$ cat src/design/tmp_pkg.sv
// ----------------------------------------------------------------------------
// tmp_pkg
// Shared types and constants for the trapezoidal motion profile core.
// ----------------------------------------------------------------------------
package tmp_pkg;

    // register field width and velocity ceiling
    localparam int REG_W = 31;
    localparam logic [30:0] VEL_MAX = 31'h7FFF_FFFF;

    // register indexes on the configuration port
    localparam logic [1:0] REG_VEL  = 2'd0;
    localparam logic [1:0] REG_ACC  = 2'd1;
    localparam logic [1:0] REG_DIST = 2'd2;

    // phase codes of a result item
    typedef enum logic [1:0] {
        PH_ACCEL  = 2'd0,
        PH_CRUISE = 2'd1,
        PH_DECEL  = 2'd2,
        PH_DONE   = 2'd3
    } t_phase;

    // profile setup sequencer
    typedef enum logic [2:0] {
        SEQ_SQUARE,
        SEQ_DACC,
        SEQ_TA,
        SEQ_TC,
        SEQ_TRI,
        SEQ_ROOT,
        SEQ_FINAL,
        SEQ_DONE
    } t_seq_state;

endpackage

$ cat src/design/tmp_setup.sv
// ----------------------------------------------------------------------------
// tmp_setup
// Works out the phase boundary times of the profile from the registers with
// a shared bit-serial divider and a bit-pair square root.
// ----------------------------------------------------------------------------
module tmp_setup #(
    parameter int FRAC_BITS = 16
) (
    input  logic                   i_clk,
    input  logic                   i_rst_n,
    input  logic                   i_start,
    input  logic [30:0]            i_vel,
    input  logic [30:0]            i_acc,
    input  logic [30:0]            i_dist,
    output logic                   o_done,
    output logic [FRAC_BITS+32:0]  o_b1,
    output logic [FRAC_BITS+32:0]  o_b2,
    output logic [FRAC_BITS+32:0]  o_tend,
    output logic [30:0]            o_dh
);
    import tmp_pkg::*;

    localparam int F      = FRAC_BITS;
    localparam int TW     = F + 33;
    localparam int DW     = (2 * F + 31 > 62) ? 2 * F + 31 : 62;
    localparam int XW     = (DW > 65) ? DW : 65;
    localparam int CW     = $clog2(DW + 1);
    localparam int RSTEPS = 32;

    t_seq_state r_state, n_state;

    logic [DW-1:0] r_num;
    logic [30:0]   r_rem;
    logic [30:0]   r_den;
    logic [CW-1:0] r_cnt;
    logic [DW-1:0] r_dacc;
    logic          r_tri;
    logic [TW-1:0] r_ta, r_tc, r_b1, r_b2, r_tend;
    logic [30:0]   r_dh;
    logic [63:0]   r_rn, r_res, r_bit;
    logic [32:0]   r_tp;

    logic          w_div_done, w_root_done, w_div_run, w_root_run;
    logic [31:0]   w_rem2, w_rem_diff;
    logic          w_sub_ok;
    logic          w_fits, w_ovf;
    logic [XW-1:0] w_numx;
    logic [63:0]   w_trial;
    logic          w_take;
    logic [61:0]   w_sq;

    // divider and root step terms
    always_comb begin
        w_div_done  = (r_cnt == CW'(DW));
        w_root_done = (r_cnt == CW'(RSTEPS));
        w_rem2      = {r_rem, r_num[DW-1]};
        w_sub_ok    = (w_rem2 >= {1'b0, r_den});
        w_rem_diff  = w_rem2 - {1'b0, r_den};
        w_fits      = (r_num <= DW'(i_dist));
        w_numx      = XW'(r_num);
        w_ovf       = (w_numx >= (XW'(1) << 64));
        w_trial     = r_res + r_bit;
        w_take      = (r_rn >= w_trial);
        w_sq        = {31'b0, i_vel} * {31'b0, i_vel};
    end

    // next state
    always_comb begin
        n_state = r_state;
        if (i_start) begin
            n_state = SEQ_SQUARE;
        end else begin
            case (r_state)
                SEQ_SQUARE: n_state = SEQ_DACC;
                SEQ_DACC: begin
                    if (w_div_done) n_state = w_fits ? SEQ_TA : SEQ_TRI;
                end
                SEQ_TA:     if (w_div_done) n_state = SEQ_TC;
                SEQ_TC:     if (w_div_done) n_state = SEQ_FINAL;
                SEQ_TRI: begin
                    if (w_div_done) n_state = w_ovf ? SEQ_FINAL : SEQ_ROOT;
                end
                SEQ_ROOT:   if (w_root_done) n_state = SEQ_FINAL;
                SEQ_FINAL:  n_state = SEQ_DONE;
                SEQ_DONE:   n_state = SEQ_DONE;
                default:    n_state = SEQ_SQUARE;
            endcase
        end
    end

    // sequencer outputs
    always_comb begin
        o_done     = (r_state == SEQ_DONE);
        w_div_run  = (r_state inside {SEQ_DACC, SEQ_TA, SEQ_TC, SEQ_TRI}) && !w_div_done;
        w_root_run = (r_state == SEQ_ROOT) && !w_root_done;
    end

    // state register
    always_ff @(posedge i_clk) begin
        if (!i_rst_n) begin
            r_state <= SEQ_SQUARE;
        end else begin
            r_state <= n_state;
        end
    end

    // divider, root and boundary datapath
    always_ff @(posedge i_clk) begin
        if (w_div_run) begin
            r_rem <= w_sub_ok ? w_rem_diff[30:0] : w_rem2[30:0];
            r_num <= {r_num[DW-2:0], w_sub_ok};
            r_cnt <= CW'(r_cnt + 1'b1);
        end else if (w_root_run) begin
            if (w_take) begin
                r_rn  <= r_rn - w_trial;
                r_res <= (r_res >> 1) + r_bit;
            end else begin
                r_res <= r_res >> 1;
            end
            r_bit <= r_bit >> 2;
            r_cnt <= CW'(r_cnt + 1'b1);
        end else begin
            case (r_state)
                SEQ_SQUARE: begin
                    r_num <= DW'(w_sq);
                    r_den <= i_acc;
                    r_rem <= '0;
                    r_cnt <= '0;
                end
                SEQ_DACC: begin
                    r_dacc <= r_num;
                    r_tri  <= !w_fits;
                    r_den  <= i_acc;
                    r_rem  <= '0;
                    r_cnt  <= '0;
                    if (w_fits) begin
                        r_num <= DW'(i_vel) << F;
                    end else begin
                        r_num <= DW'(i_dist) << (2 * F);
                    end
                end
                SEQ_TA: begin
                    r_ta  <= TW'(r_num);
                    r_num <= DW'(i_dist - r_dacc[30:0]) << F;
                    r_den <= i_vel;
                    r_rem <= '0;
                    r_cnt <= '0;
                end
                SEQ_TC: begin
                    r_tc <= TW'(r_num);
                end
                SEQ_TRI: begin
                    if (w_ovf) begin
                        r_tp <= 33'h1_0000_0000;
                    end else begin
                        r_rn  <= w_numx[63:0];
                        r_res <= '0;
                        r_bit <= 64'h4000_0000_0000_0000;
                        r_cnt <= '0;
                    end
                end
                SEQ_ROOT: begin
                    r_tp <= r_res[32:0];
                end
                SEQ_FINAL: begin
                    r_dh <= r_dacc[31:1];
                    if (r_tri) begin
                        r_b1   <= TW'(r_tp);
                        r_b2   <= TW'(r_tp);
                        r_tend <= TW'({r_tp, 1'b0});
                    end else begin
                        r_b1   <= r_ta;
                        r_b2   <= r_ta + r_tc;
                        r_tend <= (r_ta << 1) + r_tc;
                    end
                end
                default: ;
            endcase
        end
    end

    assign o_b1   = r_b1;
    assign o_b2   = r_b2;
    assign o_tend = r_tend;
    assign o_dh   = r_dh;

endmodule

$ cat config.mk
export PLATFORM = sky130hd
export DESIGN_NAME = tmp_setup
export DESIGN_NICKNAME = d
export VERILOG_FILES = /design/src/design/tmp_pkg.sv /design/src/design/tmp_setup.sv
export SDC_FILE = /design/constraint.sdc
export NUM_CORES = 2
export LEC_CHECK = 0
export ABC_AREA = 0
export BUFFER_PORTS_ARGS = -buffer_cell sky130_fd_sc_hd__buf_2
export CORE_ASPECT_RATIO = 1.4
export CORE_MARGIN = 4
export CORE_UTILIZATION = 30
export CTS_BUF_LIST = sky130_fd_sc_hd__clkbuf_2 sky130_fd_sc_hd__clkbuf_4 sky130_fd_sc_hd__clkbuf_8
export CTS_CLUSTER_DIAMETER = 150
export CTS_CLUSTER_SIZE = 14
export DETAILED_ROUTE_END_ITERATION = 7
export HOLD_SLACK_MARGIN = 0.1
export SETUP_SLACK_MARGIN = 0.1
export SYNTH_ARGS = -nofsm -noshare
export SYNTH_HDL_FRONTEND = slang
export SYNTH_SLANG_ARGS = --single-unit
$ cat constraint.sdc
create_clock -name i_clk -period 12.5 [get_ports i_clk]
set_input_delay 1.875 -clock i_clk [delete_from_list [all_inputs] [get_ports i_clk]]
set_output_delay 1.875 -clock i_clk [all_outputs]
set_load 0.1 [all_outputs]
Word level (Yosys, flattened, before mapping)
Cells that the tools add are included.
Widths: inputs -> output; s select.
{ "classes": {"n_addsub": 8, "mul": 1, "magnitude_cmp": 3, "n_eq_ne": 16, "mux": 30, "bitwise": 3, "reduce_logical": 28} }
{ "op_table": {"columns": ["operator", "n"], "rows": [
  ["$mux 64", 6],
  ["$mux 63", 4],
  ["$pmux 63 s3", 1],
  ["$mux 31", 4],
  ["$add 49x49->49", 2],
  ["$mux 33", 2],
  ["$add 63x63->64", 1],
  ["$add 64x63->64", 1],
  ["$ge 64x64->1", 1],
  ["$sub 64x64->64", 1],
  ["$le 63x31->1", 1],
  ["$mul 31x31->62", 1],
  ["$pmux 31 s2", 1],
  ["$mux 61", 1],
  ["$mux 34", 1],
  ["$ge 32x31->1", 1],
  ["$sub 31x31->32", 1],
  ["$sub 31x31->31", 1],
  ["$pmux 3 s7", 1],
  ["$reduce_and 3->1", 7],
  ["$mux 3", 6],
  ["$mux 6", 3],
  ["$eq 3x3->1 const B", 4],
  ["$eq 6x6->1 const B", 2],
  ["other kinds (17)", 35]
]} }
{ "word_totals": {"ff_bits": 636, "inputBits": 96, "out_inout_bits": 179, "word_cells": 110} }

Depth between registers and ports, before layout
{ "logic_depth": {"ltp_word": 5, "ltp_mapped": 32, "depth_no_buf": 29} }

Least setup slack after synthesis
Ideal clock, no wire load.
{ "synth_timing": {"path_type": "reg2reg", "start": "register r_cnt[0]", "end": "register r_rn[0], enable pin", "setup_ns": 0.584, "arrival_ns": 10.105, "slack_ns": 1.811, "stages_incl_launch_ff": 8, "path_cell_list": "edfxtp_1 -> ha_1 -> and3_1 -> and3_1 -> clkbuf_1 -> nor2_1 -> nor2_1 -> a21boi_0"} }
{ "synth_between": {"elab_chain_len": 5, "word_cells_on_any_way": 10} }
{ "synth_lines": {"columns": ["element", "line_no", "rtl"], "rows": [
  ["start: declaration", "tmp_setup.sv:35", "logic [CW-1:0] r_cnt;"],
  ["start signal: assignment", "tmp_setup.sv:112", "r_cnt <= CW'(r_cnt + 1'b1);"],
  ["start signal: assignment", "tmp_setup.sv:121", "r_cnt <= CW'(r_cnt + 1'b1);"],
  ["$eq 6x6->1, on equally long branches", "tmp_setup.sv:55, tmp_setup.sv:54", null],
  ["$logic_not 1->1, on equally long branches", "tmp_setup.sv:95, tmp_setup.sv:94", null],
  ["$logic_and 1x1->1, on equally long branches", "tmp_setup.sv:95, tmp_setup.sv:94", null],
  ["$ne 2x1->1 (no line) (tied with other cells)", null, null],
  ["$reduce_and 3->1 (no line) (*)", null, null],
  ["end signal: assignment", "tmp_setup.sv:115", "r_rn <= r_rn - w_trial;"],
  ["end signal: assignment", "tmp_setup.sv:156", "r_rn <= w_numx[63:0];"],
  ["end: declaration", "tmp_setup.sv:40", "logic [63:0] r_rn, r_res, r_bit;"]
]} }
Mark *: on every way between the ends. The rest lies on a longest branch, timed or not.
A chain may end at the register's enable or synchronous reset.

Worst setup path after layout
{ "layout_timing": {"start": "input port i_vel[8]", "end": "register r_num[58], data pin"} }
{ "layout_between": {"elab_chain_len": 4} }
{ "layout_lines": {"columns": ["element", "line_no", "rtl"], "rows": [
  ["start: declaration", "tmp_setup.sv:12", "input logic [30:0] i_vel,"],
  ["$mul 31x31->62", "tmp_setup.sv:64", "w_sq = {31'b0, i_vel} * {31'b0, i_vel};"],
  ["$pmux 63 s3", "tmp_setup.sv:123", "case (r_state)"],
  ["$mux 63", "tmp_setup.sv:113", "end else if (w_root_run) begin"],
  ["$mux 63", "tmp_setup.sv:109", "if (w_div_run) begin"],
  ["end signal: assignment", "tmp_setup.sv:111", "r_num <= {r_num[DW-2:0], w_sub_ok};"],
  ["end signal: assignment", "tmp_setup.sv:125", "r_num <= DW'(w_sq);"],
  ["end signal: assignment", "tmp_setup.sv:137", "r_num <= DW'(i_vel) << F;"],
  ["end: declaration", "tmp_setup.sv:32", "logic [DW-1:0] r_num;"]
]} }
Every way passes these cells. The select of a mux whose other input is x is not followed.

==> metrics.md <==
| Metric | Value |
|---|---|
| Number of sinks on the clock net | `636` |
| Worst Hold Class | `register to register` |
| Fraction of registers with async set/reset | `0` |
| Overall die height | `581.4 um` |
| Area of the core | `0.2338 sq mm` |
| Status | `complete, no violations` |
| Kind of critical path | `input pin to register` |
| Detailed Place HPWL | `190,300 um` |
| Number of setup buffers added after CTS | `0` |
| Headroom to the max-slew limit | `0.1233` |
| Count of unresolved DRC violations after routing | `0` |
| Post-CTS Hold Buffers | `0` |
| First-pass GRT wire length | `357,900 um` |
| # Max-Cap Violations | `0` |
| Most repeated library cell on the critical path | `sky130_fd_sc_hd__fa_1` |
| Final instance area | `0.07594 sq mm` |
| Ratio of routed vias to standard cells | `5.163` |
| Number of slew-limit violations in the final report | `0` |
| Insertion delay to the later sink of the worst-skew pair | `0.81 ns` |
| Maximum number of pins on one net before global-route repair | `102` |
| Max FO, Critical Path | `10` |
| Achievable Freq | `100.8 MHz` |
| Critical path data required time | `13.03 ns` |
| Yosys top cell by area | `sky130_fd_sc_hd__edfxtp_1` |
| Total CTS buffers | `51` |
| Global route total overflow | `0` |
| Main synth FF type | `sky130_fd_sc_hd__edfxtp_1` |
| Ports | `275` |
| Critical Path Start Type | `input pin` |
| Final setup TNS | `0 ns` |
| Yosys warnings | `0` |
| Post-synth top area share | `0.2697` |
| Area of the multi-input gates | `0.04558 sq mm` |
| Final cycle utilization of the critical path | `0.7933` |
| Library cell with the highest instance count after synthesis | `sky130_fd_sc_hd__inv_1` |
| Final Hold Vio Count | `0` |
| Library cell used as clock root buffer | `sky130_fd_sc_hd__clkbuf_8` |
| Worst Clk Skew | `0.1016 ns` |
| Count of routing violations after the opening detailed-route iteration | `4,068` |
| TritonCTS clock tree | `built` |
| Number of rows created at floorplan | `210` |
| Routed via count | `54,930` |
| Peak per-stage delay on the critical path | `0.61 ns` |
| H-Tree Level Count | `2` |
| Number of distinct library cells after synthesis | `97` |
| Port-buffer cells | `274` |
| Unrepaired setup endpoints after global routing | `false` |
| Total nets after synthesis | `8,912` |
| Routed wire per std cell | `22.29 um` |
| Critical-path top delay cell | `sky130_fd_sc_hd__clkinv_1` |
| Final setup violation count | `0` |
| Instance count of the mapped netlist | `7,463` |
| Clock edge transition at the registers on the reported setup and hold paths | `0.12 ns` |
| Die area | `0.2428 sq mm` |
| Number of iterations in the first detailed-routing pass | `6` |
| Initial antenna violation count | `29` |
| Layout net count | `8,991` |
| Arrival time reported for the critical path endpoint | `10.45 ns` |
| Total cell area at the placement stage | `0.07509 sq mm` |
| Cell types occupying the most area after synthesis | `sky130_fd_sc_hd__edfxtp_1 (27%), sky130_fd_sc_hd__fa_1 (22%), sky130_fd_sc_hd__ha_1 (10%)` |
| Horizontal die dimension | `417.6 um` |
| Endpoint kind of the worst setup timing path | `register` |
| Worst slew pin tran | `1.303 ns` |
| Mean cell area of the mapped netlist | `9.442 sq um` |
| Cell area after technology mapping | `0.07047 sq mm` |
| Fraction of the yosys area taken by sequential cells | `0.2706` |
| Synth-to-layout area growth | `7.766%` |
| Register cell area after layout | `0.01907 sq mm` |
| Starting density of the core | `0.3013` |
| Total global routing track utilization | `0.1923` |
| RD Place Congestion | `0.9627` |
| CTS resizes | `0` |
| Fin crit period | `9.916 ns` |
| Number of enable flip-flop cells after synthesis | `633` |
| Number of inserted filler cells in the final layout | `24,240` |
| Synth Register Bits | `636` |
| Most frequent cells after synthesis | `sky130_fd_sc_hd__inv_1 (1,258), sky130_fd_sc_hd__fa_1 (763), sky130_fd_sc_hd__nand2_1 (742)` |
| Final routed wirelength across all metal layers | `237,100 um` |
| Layout cells sized above 1 | `0.06645` |
| Via count of the first global-routing pass | `57,990` |
| Largest buffer count on any clock path | `3` |
| Count of antenna-violating nets left after detailed routing | `0` |
==> critical path, delay by kind of cell <==
| family | cells | cell delay, ns |
|---|---|---|
| fa+ha+maj | 9 | 4.37 |
| simple gates | 6 | 1.73 |
| compound gates | 5 | 1.41 |
| buf+inv | 6 | 0.93 |
| xor+xnor | 1 | 0.12 |
==> layout by cell type (no fill, tap or decap), types with 209 or more instances in the layout <==
master                     synthesis  final
sky130_fd_sc_hd__inv_1          1258   1257
sky130_fd_sc_hd__and2_1          248    248
sky130_fd_sc_hd__nand2_1         742    742
sky130_fd_sc_hd__a21oi_1         393    391
sky130_fd_sc_hd__edfxtp_1        633    633
sky130_fd_sc_hd__buf_2             7    274
sky130_fd_sc_hd__ha_1            590    590
sky130_fd_sc_hd__fa_1            763    763
sky130_fd_sc_hd__nor2_1          379    374
sky130_fd_sc_hd__a21o_1          209    209
sky130_fd_sc_hd__o21ai_0         400    400
==> area by class of cell <==
class	instances	area share
Antenna cell	11	0.0003625
Tap cell	3074	0.05065
Clock inverter	5	0.0005437
Timing Repair Buffer	338	0.02439
Multi-Input combinational cell	5251	0.6002
Sequential cell	636	0.2511
Clock buffer	61	0.01023
Inverter	1264	0.06251
==> path summary, 6_finish.rpt <==
kind,start,to,slack (ns),cells after the start
worst max-delay path,i_vel[8],r_num[58]$_DFFE_PP_,2.58,27
worst min-delay path,r_dacc[1]$_DFFE_PP_,o_dh[0]$_DFFE_PP_,0.47,0
worst max register to register,r_res[4]$_SDFFCE_PN0P_,r_res[15]$_SDFFCE_PN0P_,5.16,23
worst min register to register,r_dacc[1]$_DFFE_PP_,o_dh[0]$_DFFE_PP_,0.47,0
==> state kept, by name, indices dropped and copies added, names as in the netlist, 33 cells and up <==
name,cells
o_b1,49
o_b2,49
o_tend,49
r_num,63
r_res,64
r_rn,64
r_ta,49
r_tc,49
r_tp,33
==> kinds of logic (layout without fill, tap and decap cells) <==
group           after synthesis  count (layout)  share of synthesized area
simple gates               1896            1896                     0.1274
compound gates             1590            1590                     0.1443
buf+inv                    1576            1668                    0.08431
fa+ha+maj                  1353            1353                     0.3215
flops                       636             636                     0.2706
xor+xnor                    384             384                    0.04773
mux                          28              28                   0.004137
other cells                   0              11                          0
==> per-layer routing <==
metal | GRT usage | share of wire | up-vias | wire length [um]
met1 | 0.2329 | 0.39 | 27430 | 93630
li1 | - | - | 25180 | -
met2 | 0.3382 | 0.49 | 1818 | 116500
met4 | 0.08785 | 0.054 | 6 | 12730
met5 | 0 | 0.00015 | - | 36
met3 | 0.02597 | 0.060 | 499 | 14200
==> metrics by stage <==
step	setup slack [ns]	instances	hold slack, ns	util
global placement	1.941	10560	0.4375	0.3211
detailed placement	1.864	10560	0.4426	0.3211
CTS	2.725	10630	0.4592	0.3246
floorplan	1.811	7463	0.4003	-
finish	2.584	10640	0.4723	0.3247
global route	2.170	10630	0.4693	0.3246
Power is not shown: default switching activity piles up to over one toggle a cycle in this logic, so the estimate is an artifact.
